==> src/hw/rtl/crm_pkg.sv <==
// ----------------------------------------------------------------------------
// crm_pkg
// Types and constants of the cleaning robot motion controller.
// ----------------------------------------------------------------------------
package crm_pkg;

  localparam int unsigned CfgWidth = 8;
  localparam int unsigned CfgIdxWidth = 2;
  localparam int unsigned TickWidth = 8;

  typedef enum logic [2:0] {
    MODE_MOVING  = 3'd0,
    MODE_TURNING = 3'd1,
    MODE_BACKING = 3'd2,
    MODE_DUST    = 3'd3,
    MODE_PAUSE   = 3'd4
  } mode_t;

  typedef enum logic [2:0] {
    MOT_FORWARD  = 3'd0,
    MOT_LEFT     = 3'd1,
    MOT_RIGHT    = 3'd2,
    MOT_BACKWARD = 3'd3,
    MOT_STOP     = 3'd4
  } motor_t;

  typedef enum logic [1:0] {
    VAC_OFF    = 2'd0,
    VAC_NORMAL = 2'd1,
    VAC_BOOST  = 2'd2
  } vacuum_t;

  typedef enum logic [CfgIdxWidth-1:0] {
    REG_DUST_CLEAN_TICKS = 2'd0,
    REG_BACKUP_TICKS     = 2'd1,
    REG_TURN_DONE_TICKS  = 2'd2,
    REG_PAUSE_TICKS      = 2'd3
  } cfg_idx_t;

  localparam logic [CfgWidth-1:0] DustCleanTicksRst = 8'd5;
  localparam logic [CfgWidth-1:0] BackupTicksRst    = 8'd3;
  localparam logic [CfgWidth-1:0] TurnDoneTicksRst  = 8'd2;
  localparam logic [CfgWidth-1:0] PauseTicksRst     = 8'd3;

  localparam logic [TickWidth-1:0] TickMax = '1;

endpackage

==> src/hw/rtl/crm_in_if.sv <==
// ----------------------------------------------------------------------------
// crm_in_if
// Sensor flag channel: one transaction per control tick.
// ----------------------------------------------------------------------------
interface crm_in_if;
  logic valid;
  logic ready;
  logic front_blocked;
  logic left_blocked;
  logic right_blocked;
  logic dust_present;

  modport source (
    output valid, front_blocked, left_blocked, right_blocked, dust_present,
    input  ready
  );

  modport sink (
    input  valid, front_blocked, left_blocked, right_blocked, dust_present,
    output ready
  );
endinterface

==> src/hw/rtl/crm_out_if.sv <==
// ----------------------------------------------------------------------------
// crm_out_if
// Command channel: motor and vacuum commands and the mode after the tick.
// ----------------------------------------------------------------------------
interface crm_out_if;
  logic       valid;
  logic       ready;
  logic [2:0] motor_command;
  logic [1:0] vacuum_command;
  logic [2:0] mode_after;

  modport source (
    output valid, motor_command, vacuum_command, mode_after,
    input  ready
  );

  modport sink (
    input  valid, motor_command, vacuum_command, mode_after,
    output ready
  );
endinterface

==> src/hw/rtl/cleaning_robot_motion_fsm.sv <==
// An accepted tick's command transaction is offered from the command register in the next cycle.
// Throughput: 1 tick per cycle while the command channel is ready; the command register frees as it is taken.
// The mode update and its commands settle in one pass of logic ahead of
// the command register.
// Reset (synchronous, rst_n low): mode moving, counters 0, motor forward,
// vacuum normal, registers at their defaults, no command pending.
// ----------------------------------------------------------------------------
// cleaning_robot_motion_fsm
// Five-mode motion and vacuum controller, one sensor tick per transaction.
// ----------------------------------------------------------------------------
module cleaning_robot_motion_fsm (
  input  logic                           clk,
  input  logic                           rst_n,
  crm_in_if.sink                         in_ch,
  crm_out_if.source                      out_ch,
  input  logic                           cfg_we,
  input  logic [crm_pkg::CfgIdxWidth-1:0] cfg_index,
  input  logic [crm_pkg::CfgWidth-1:0]   cfg_data
);

  logic [crm_pkg::CfgWidth-1:0] dust_clean_ticks_r;
  logic [crm_pkg::CfgWidth-1:0] backup_ticks_r;
  logic [crm_pkg::CfgWidth-1:0] turn_done_ticks_r;
  logic [crm_pkg::CfgWidth-1:0] pause_ticks_r;

  crm_pkg::mode_t                mode_r, mode_nxt;
  logic [crm_pkg::TickWidth-1:0] ticks_r, ticks_nxt;
  logic [crm_pkg::CfgWidth-1:0]  dust_cnt_r, dust_cnt_nxt;
  logic [crm_pkg::CfgWidth-1:0]  backup_cnt_r, backup_cnt_nxt;
  crm_pkg::motor_t               motor_r, motor_nxt;
  crm_pkg::vacuum_t              vacuum_r, vacuum_nxt;

  logic       out_valid_r;
  logic [2:0] out_motor_r;
  logic [1:0] out_vacuum_r;
  logic [2:0] out_mode_r;

  logic                          accept;
  logic [crm_pkg::TickWidth-1:0] ticks_inc;
  logic [crm_pkg::CfgWidth-1:0]  dust_dec;
  logic [crm_pkg::CfgWidth-1:0]  backup_dec;
  logic                          boxed_in;
  logic                          sides_blocked;

  assign in_ch.ready = !out_valid_r || out_ch.ready;
  assign accept      = in_ch.valid && in_ch.ready;

  assign ticks_inc  = (ticks_r == crm_pkg::TickMax) ? ticks_r
                                                     : ticks_r + 1'b1;
  assign dust_dec   = (dust_cnt_r != '0) ? dust_cnt_r - 1'b1 : dust_cnt_r;
  assign backup_dec = (backup_cnt_r != '0) ? backup_cnt_r - 1'b1 : backup_cnt_r;
  assign sides_blocked = in_ch.left_blocked && in_ch.right_blocked;
  assign boxed_in      = sides_blocked && in_ch.front_blocked;

  // next mode
  always_comb begin
    mode_nxt = mode_r;
    case (mode_r)
      crm_pkg::MODE_MOVING: begin
        if (in_ch.dust_present) begin
          mode_nxt = crm_pkg::MODE_DUST;
        end else if (in_ch.front_blocked) begin
          mode_nxt = crm_pkg::MODE_TURNING;
        end
      end
      crm_pkg::MODE_TURNING: begin
        if (boxed_in) begin
          mode_nxt = crm_pkg::MODE_BACKING;
        end else if (sides_blocked) begin
          mode_nxt = crm_pkg::MODE_PAUSE;
        end else if (ticks_inc >= turn_done_ticks_r) begin
          mode_nxt = crm_pkg::MODE_MOVING;
        end
      end
      crm_pkg::MODE_BACKING: begin
        if (backup_dec == '0) begin
          mode_nxt = crm_pkg::MODE_TURNING;
        end
      end
      crm_pkg::MODE_DUST: begin
        if (dust_dec == '0) begin
          mode_nxt = crm_pkg::MODE_MOVING;
        end
      end
      crm_pkg::MODE_PAUSE: begin
        if (ticks_inc >= pause_ticks_r) begin
          mode_nxt = crm_pkg::MODE_BACKING;
        end
      end
      default: begin
        mode_nxt = mode_r;
      end
    endcase
  end

  // commands and counters
  always_comb begin
    motor_nxt      = motor_r;
    vacuum_nxt     = vacuum_r;
    dust_cnt_nxt   = dust_cnt_r;
    backup_cnt_nxt = backup_cnt_r;
    case (mode_r)
      crm_pkg::MODE_MOVING: begin
        motor_nxt  = crm_pkg::MOT_FORWARD;
        vacuum_nxt = crm_pkg::VAC_NORMAL;
        if (in_ch.dust_present) begin
          dust_cnt_nxt = dust_clean_ticks_r;
        end
      end
      crm_pkg::MODE_TURNING: begin
        vacuum_nxt = crm_pkg::VAC_NORMAL;
        if (boxed_in) begin
          backup_cnt_nxt = backup_ticks_r;
        end else if (!sides_blocked) begin
          motor_nxt = in_ch.left_blocked ? crm_pkg::MOT_RIGHT : crm_pkg::MOT_LEFT;
        end
      end
      crm_pkg::MODE_BACKING: begin
        motor_nxt      = crm_pkg::MOT_BACKWARD;
        vacuum_nxt     = crm_pkg::VAC_NORMAL;
        backup_cnt_nxt = backup_dec;
      end
      crm_pkg::MODE_DUST: begin
        motor_nxt    = crm_pkg::MOT_STOP;
        vacuum_nxt   = crm_pkg::VAC_BOOST;
        dust_cnt_nxt = dust_dec;
      end
      crm_pkg::MODE_PAUSE: begin
        motor_nxt  = crm_pkg::MOT_STOP;
        vacuum_nxt = crm_pkg::VAC_NORMAL;
        if (ticks_inc >= pause_ticks_r) begin
          backup_cnt_nxt = backup_ticks_r;
        end
      end
      default: begin
        motor_nxt = motor_r;
      end
    endcase
    ticks_nxt = (mode_nxt != mode_r) ? '0 : ticks_inc;
  end

  always_ff @(posedge clk) begin
    if (!rst_n) begin
      dust_clean_ticks_r <= crm_pkg::DustCleanTicksRst;
      backup_ticks_r     <= crm_pkg::BackupTicksRst;
      turn_done_ticks_r  <= crm_pkg::TurnDoneTicksRst;
      pause_ticks_r      <= crm_pkg::PauseTicksRst;
    end else if (cfg_we) begin
      case (crm_pkg::cfg_idx_t'(cfg_index))
        crm_pkg::REG_DUST_CLEAN_TICKS: dust_clean_ticks_r <= cfg_data;
        crm_pkg::REG_BACKUP_TICKS:     backup_ticks_r     <= cfg_data;
        crm_pkg::REG_TURN_DONE_TICKS:  turn_done_ticks_r  <= cfg_data;
        crm_pkg::REG_PAUSE_TICKS:      pause_ticks_r      <= cfg_data;
        default: begin
          dust_clean_ticks_r <= dust_clean_ticks_r;
        end
      endcase
    end
  end

  always_ff @(posedge clk) begin
    if (!rst_n) begin
      mode_r       <= crm_pkg::MODE_MOVING;
      ticks_r      <= '0;
      dust_cnt_r   <= '0;
      backup_cnt_r <= '0;
      motor_r      <= crm_pkg::MOT_FORWARD;
      vacuum_r     <= crm_pkg::VAC_NORMAL;
    end else if (accept) begin
      mode_r       <= mode_nxt;
      ticks_r      <= ticks_nxt;
      dust_cnt_r   <= dust_cnt_nxt;
      backup_cnt_r <= backup_cnt_nxt;
      motor_r      <= motor_nxt;
      vacuum_r     <= vacuum_nxt;
    end
  end

  always_ff @(posedge clk) begin
    if (!rst_n) begin
      out_valid_r <= 1'b0;
    end else if (accept) begin
      out_valid_r <= 1'b1;
    end else if (out_ch.ready) begin
      out_valid_r <= 1'b0;
    end
  end

  always_ff @(posedge clk) begin
    if (accept) begin
      out_motor_r  <= motor_nxt;
      out_vacuum_r <= vacuum_nxt;
      out_mode_r   <= mode_nxt;
    end
  end

  assign out_ch.valid          = out_valid_r;
  assign out_ch.motor_command  = out_motor_r;
  assign out_ch.vacuum_command = out_vacuum_r;
  assign out_ch.mode_after     = out_mode_r;

endmodule
==> src/flat_wrapper.sv <==
// flat-port wrapper written by rule: the top's interface ports become plain ports
module cleaning_robot_motion_fsm_flat 
  (clk, rst_n, cfg_we, cfg_index, cfg_data, in_ch_valid, in_ch_front_blocked, in_ch_left_blocked, in_ch_right_blocked, in_ch_dust_present, in_ch_ready, out_ch_valid, out_ch_motor_command, out_ch_vacuum_command, out_ch_mode_after, out_ch_ready);
  crm_in_if in_ch_i ();
  crm_out_if out_ch_i ();
  input  logic clk;
  input  logic rst_n;
  input  logic cfg_we;
  input  logic [crm_pkg::CfgIdxWidth-1:0] cfg_index;
  input  logic [crm_pkg::CfgWidth-1:0] cfg_data;
  input wire logic [$bits(in_ch_i.valid)-1:0] in_ch_valid;
  input wire logic [$bits(in_ch_i.front_blocked)-1:0] in_ch_front_blocked;
  input wire logic [$bits(in_ch_i.left_blocked)-1:0] in_ch_left_blocked;
  input wire logic [$bits(in_ch_i.right_blocked)-1:0] in_ch_right_blocked;
  input wire logic [$bits(in_ch_i.dust_present)-1:0] in_ch_dust_present;
  output wire logic [$bits(in_ch_i.ready)-1:0] in_ch_ready;
  output wire logic [$bits(out_ch_i.valid)-1:0] out_ch_valid;
  output wire logic [$bits(out_ch_i.motor_command)-1:0] out_ch_motor_command;
  output wire logic [$bits(out_ch_i.vacuum_command)-1:0] out_ch_vacuum_command;
  output wire logic [$bits(out_ch_i.mode_after)-1:0] out_ch_mode_after;
  input wire logic [$bits(out_ch_i.ready)-1:0] out_ch_ready;
  assign in_ch_i.valid = in_ch_valid;
  assign in_ch_i.front_blocked = in_ch_front_blocked;
  assign in_ch_i.left_blocked = in_ch_left_blocked;
  assign in_ch_i.right_blocked = in_ch_right_blocked;
  assign in_ch_i.dust_present = in_ch_dust_present;
  assign in_ch_ready = in_ch_i.ready;
  assign out_ch_valid = out_ch_i.valid;
  assign out_ch_motor_command = out_ch_i.motor_command;
  assign out_ch_vacuum_command = out_ch_i.vacuum_command;
  assign out_ch_mode_after = out_ch_i.mode_after;
  assign out_ch_i.ready = out_ch_ready;
  cleaning_robot_motion_fsm u_core (.clk(clk), .rst_n(rst_n), .in_ch(in_ch_i), .out_ch(out_ch_i), .cfg_we(cfg_we), .cfg_index(cfg_index), .cfg_data(cfg_data));
endmodule
==> config.mk <==
export PLATFORM = sky130hd
export DESIGN_NAME = cleaning_robot_motion_fsm_flat
export DESIGN_NICKNAME = d
export VERILOG_FILES = /design/src/hw/rtl/crm_pkg.sv /design/src/hw/rtl/crm_in_if.sv /design/src/hw/rtl/crm_out_if.sv /design/src/hw/rtl/cleaning_robot_motion_fsm.sv /design/src/flat_wrapper.sv
export SDC_FILE = /design/constraint.sdc
export NUM_CORES = 1
export LEC_CHECK = 0
export BUFFER_PORTS_ARGS = -buffer_cell sky130_fd_sc_hd__buf_4
export CORE_MARGIN = 2
export CORE_UTILIZATION = 60
export CTS_CLUSTER_DIAMETER = 40
export CTS_CLUSTER_SIZE = 14
export DETAILED_ROUTE_END_ITERATION = 8
export GPL_TIMING_DRIVEN = 0
export PLACE_DENSITY = 0.78
export SYNTH_ARGS = -nofsm -noshare
export SYNTH_HDL_FRONTEND = slang
export SYNTH_SLANG_ARGS = --single-unit
==> constraint.sdc <==
create_clock -name clk -period 7.86 [get_ports clk]
set_clock_uncertainty 0.05 [all_clocks]
set_input_delay 0.393 -clock clk [delete_from_list [all_inputs] [get_ports clk]]
set_output_delay 0.393 -clock clk [all_outputs]
set_load 0.05 [all_outputs]
==> flow_summary_export.csv <==
group,metric,value,unit
cts,clock_latency,350,ps
floorplan,num_rows,30,
synth,ys_seq_area_share,36.1,%
floorplan,die-area,7810,µm²
worst_setup_path,crit_fanout,10,
cts,clockBufferDepth,2,
hold_path,hold_path.class,"in2reg",
route,first_pass_iters,4,
place,gp_congestion,0.909,
global_routing,grt_pass1_wl,16600,µm
cts,numClockSinks,73,
worst_setup_path,max_stage_delay,440,ps
sta,tightestPinTransition,690,ps
synth,synth_enable_flop_cells,8,
hold_path,worstHoldStart,"in_ch_valid",
pwr,leakage,0.00201,µW
cts,cts_tree,"done",
synth,netlist_instances,528,
synth,ys_ff_latch,73,
global_routing,grt_overflow,0,
place,place_hpwl,7290,µm
route,vias_per_cell,5.72,
global_routing,grt_use_total,27.2,%
sta,maxSlewHeadroom,53.7,%
global_routing,grt_max_degree,18,
sta,final_hold_viol_count,0,
route,first_iter_violations,249,
route,drt.antenna.violating_nets,0,
synth,synth.distinct_cells,63,
worst_setup_path,reg2reg_from,"u_core.ticks_r[0]$_SDFFE_PN0P_",
route,wl,9930,µm
place,portBuffers,28,
floorplan,ios,29,
sta,finalCritPeriodShare,46.6,%
route,vias,3823,
synth,synth.top_cell.area_share,30.4,%
floorplan,die_h,88.4,µm
cts,cts_resized,0,
pwr,peakVddDrop,0.125,mV
worst_setup_path,setup.worst_path.class,"reg2reg",
floorplan,core,6830,µm²
sta,grt_setup_unrepaired,"false",
worst_setup_path,crit_path_end_kind,"flip-flop",
sta,slew_violations,0,
worst_setup_path,setup.worst_path.start,"u_core.ticks_r[0]$_SDFFE_PN0P_",
synth,async_flop_share,0,%
finish,multiInputGateArea,2500,µm²
worst_setup_path,critPathRequiredTime,8060,ps
cts,path_clk_slew,80,ps
global_routing,grt_pass1_vias,3470,
cts,cts_hold_buf,0,
cts,h-tree-depth,3,
finish,final_core_utilization,70.4,%
sta,post-route-min-period,3660,ps
finish,final_cell_mix,"nand2_1 (94), dfxtp_1 (65), nor2_1 (35)",
synth,ys.warnings.count,0,
route,drc,0,
synth,yosys-top-cells-area,"dfxtp_1 (30%), nand2_1 (8.3%), ha_1 (6.1%), mux2i_1 (5.9%), edfxtp_1 (5.6%)",
finish,mostFrequentLayoutCell,"nand2_1",
route,wl_per_cell,14.9,µm
finish,fillCellCount,589,
worst_setup_path,slowest_stage,"dfxtp_1",
worst_setup_path,arrival,3870,ps
worst_setup_path,path_buf_inv,2,
worst_setup_path,cp_top_family,"compound AO/OA/AOI/OAI gates",
finish,area_delta_synth_final,12.5,%
synth,synth_area,4270,µm²
floorplan,die_x,88.4,µm
cts,clock-root-buffer,"clkbuf_8",
job,cap_violations,0,
cts,cts_setup_buffers,0,
synth,synth_flop_cell,"dfxtp_1",
finish,diodes,0,
pwr,p_per_area,190,nW/µm²
run_status,status,"finished, final reports clean",
synth,yosys.area.top_type,"dfxtp_1",
worst_setup_path,crit_chain,"ha_1 -> and2_1 -> nand2_1 -> nand2_1 -> o21ai_0 -> inv_1 -> ha_1 -> a211oi_1 -> o21ai_0 -> a21oi_1 -> nor2_1 -> o21ai_1 -> clkbuf_1 -> o21ai_0 -> o211a_1",
sta,fmax,0.273,GHz
global_routing,antenna_found_initial,0,
sta,setup_viol,0,
synth,synthesis.nets,568,
worst_setup_path,cp_common_cell,"o21ai_0",
worst_setup_path,crit_path_start_kind,"flip-flop",
finish,drive_above_1_share,10.8,%
synth,syn_area_per_cell,8.09,µm²
floorplan,start_util,62.6,%
sta,setup_tns,0,ps
finish,ff_latch_area,1540,µm²
finish,nets,607,
cts,cts-buffers-inserted,9,
[path summary, 6_finish.rpt]
check             slack, ps  cells after the start                                       end
setup / recovery       4200                     15       u_core.backup_cnt_r[1]$_SDFFE_PN0P_
hold / removal          250                      3          u_core.out_ch.valid$_SDFFE_PN0P_
setup reg to reg       4200                     15       u_core.backup_cnt_r[1]$_SDFFE_PN0P_
hold reg to reg         420                      2  u_core.turn_done_ticks_r[6]$_SDFFE_PN0P_
[state kept, by name (all words and copies together) (netlist names), 3 cells and up]
name	count
u_core.dust_cnt_r	8
u_core.motor_r	3
u_core.dust_clean_ticks_r	8
u_core.turn_done_ticks_r	8
u_core.backup_cnt_r	8
u_core.mode_r	3
u_core.out_ch.mode_after	3
u_core.ticks_r	8
u_core.backup_ticks_r	8
u_core.out_ch.motor_command	3
u_core.pause_ticks_r	8
[worst reg2reg max path, stage by stage (launching register included)]
cell	delay (ps)
dfxtp_1	440
ha_1	210
and2_1	210
nand2_1	160
nand2_1	100
o21ai_0	110
inv_1	130
ha_1	250
a211oi_1	190
o21ai_0	130
a21oi_1	380
nor2_1	100
o21ai_1	400
clkbuf_1	390
o21ai_0	180
o211a_1	150
[area by class of cell]
type	count	area share [%]
multi-input combinational	396	52.0
inverter	32	2.50
timing repair buffer	28	4.37
clock inverter	6	1.38
tap	96	2.50
clock buffer	10	2.86
buffer	27	2.32
sequential	73	32.1
[routing by layer]
layer / global-route usage (%) / up-vias / part of all wire (%)
met5: 0 / - / 0
met3: 6.90 / 18 / 6.4
li1: - / 1918 / -
met2: 42.1 / 103 / 46
met4: 8.13 / 0 / 1.5
met1: 37.7 / 1784 / 47
[stage by stage]
step / worst slack, ps / instances / cell area (µm²) / total power (µW) / hold WS, ps
after floorplan: 4980 / 528 / 4270 / 561 / 391
after global placement: 4350 / 652 / 4600 / 612 / 402
after detailed placement: 4280 / 652 / 4600 / 617 / 408
after CTS: 4260 / 668 / 4810 / 915 / 246
after global routing: 3810 / 668 / 4810 / 955 / 259
final: 4200 / 668 / 4810 / 913 / 253
[cells by family after synthesis]
kind of cell	share of synthesized area [%]
simple gates	24.5
mux	6.12
buf+inv	5.42
fa+ha+maj	6.15
compound gates	20.5
xor+xnor	1.23
flops	36.1
[Yosys cell counts, types with 2 or more instances]
master	instances
nand2_1	94
dfxtp_1	65
nor2_1	35
o21ai_0	32
inv_1	31
mux2i_1	25
a21boi_0	23
clkbuf_1	22
a21oi_1	21
ha_1	21
nor2b_1	21
nand2b_1	10
nand3_1	9
edfxtp_1	8
nor3_1	7
a22oi_1	6
a211oi_1	5
o21ai_1	5
or2_2	5
a21o_1	4
nand4_1	4
nor3b_1	4
o211a_1	4
o21a_1	4
xnor2_1	4
a211o_1	3
a31oi_1	3
and2_1	3
nor4_1	3
o211ai_1	3
or3_1	3
a21boi_1	2
a32oi_1	2
and3b_1	2
buf_1	2
buf_2	2
nand3b_1	2
nor4_2	2
o21bai_1	2
xor2_1	2
[report_power, final]
group | leakage [µW] | switching [µW] | internal (µW)
logic | 0.00130 | 126 | 77.9
clock network | 0.000103 | 145 | 156
registers | 0.000606 | 12.8 | 396
Power figures use the tool's default switching activity.
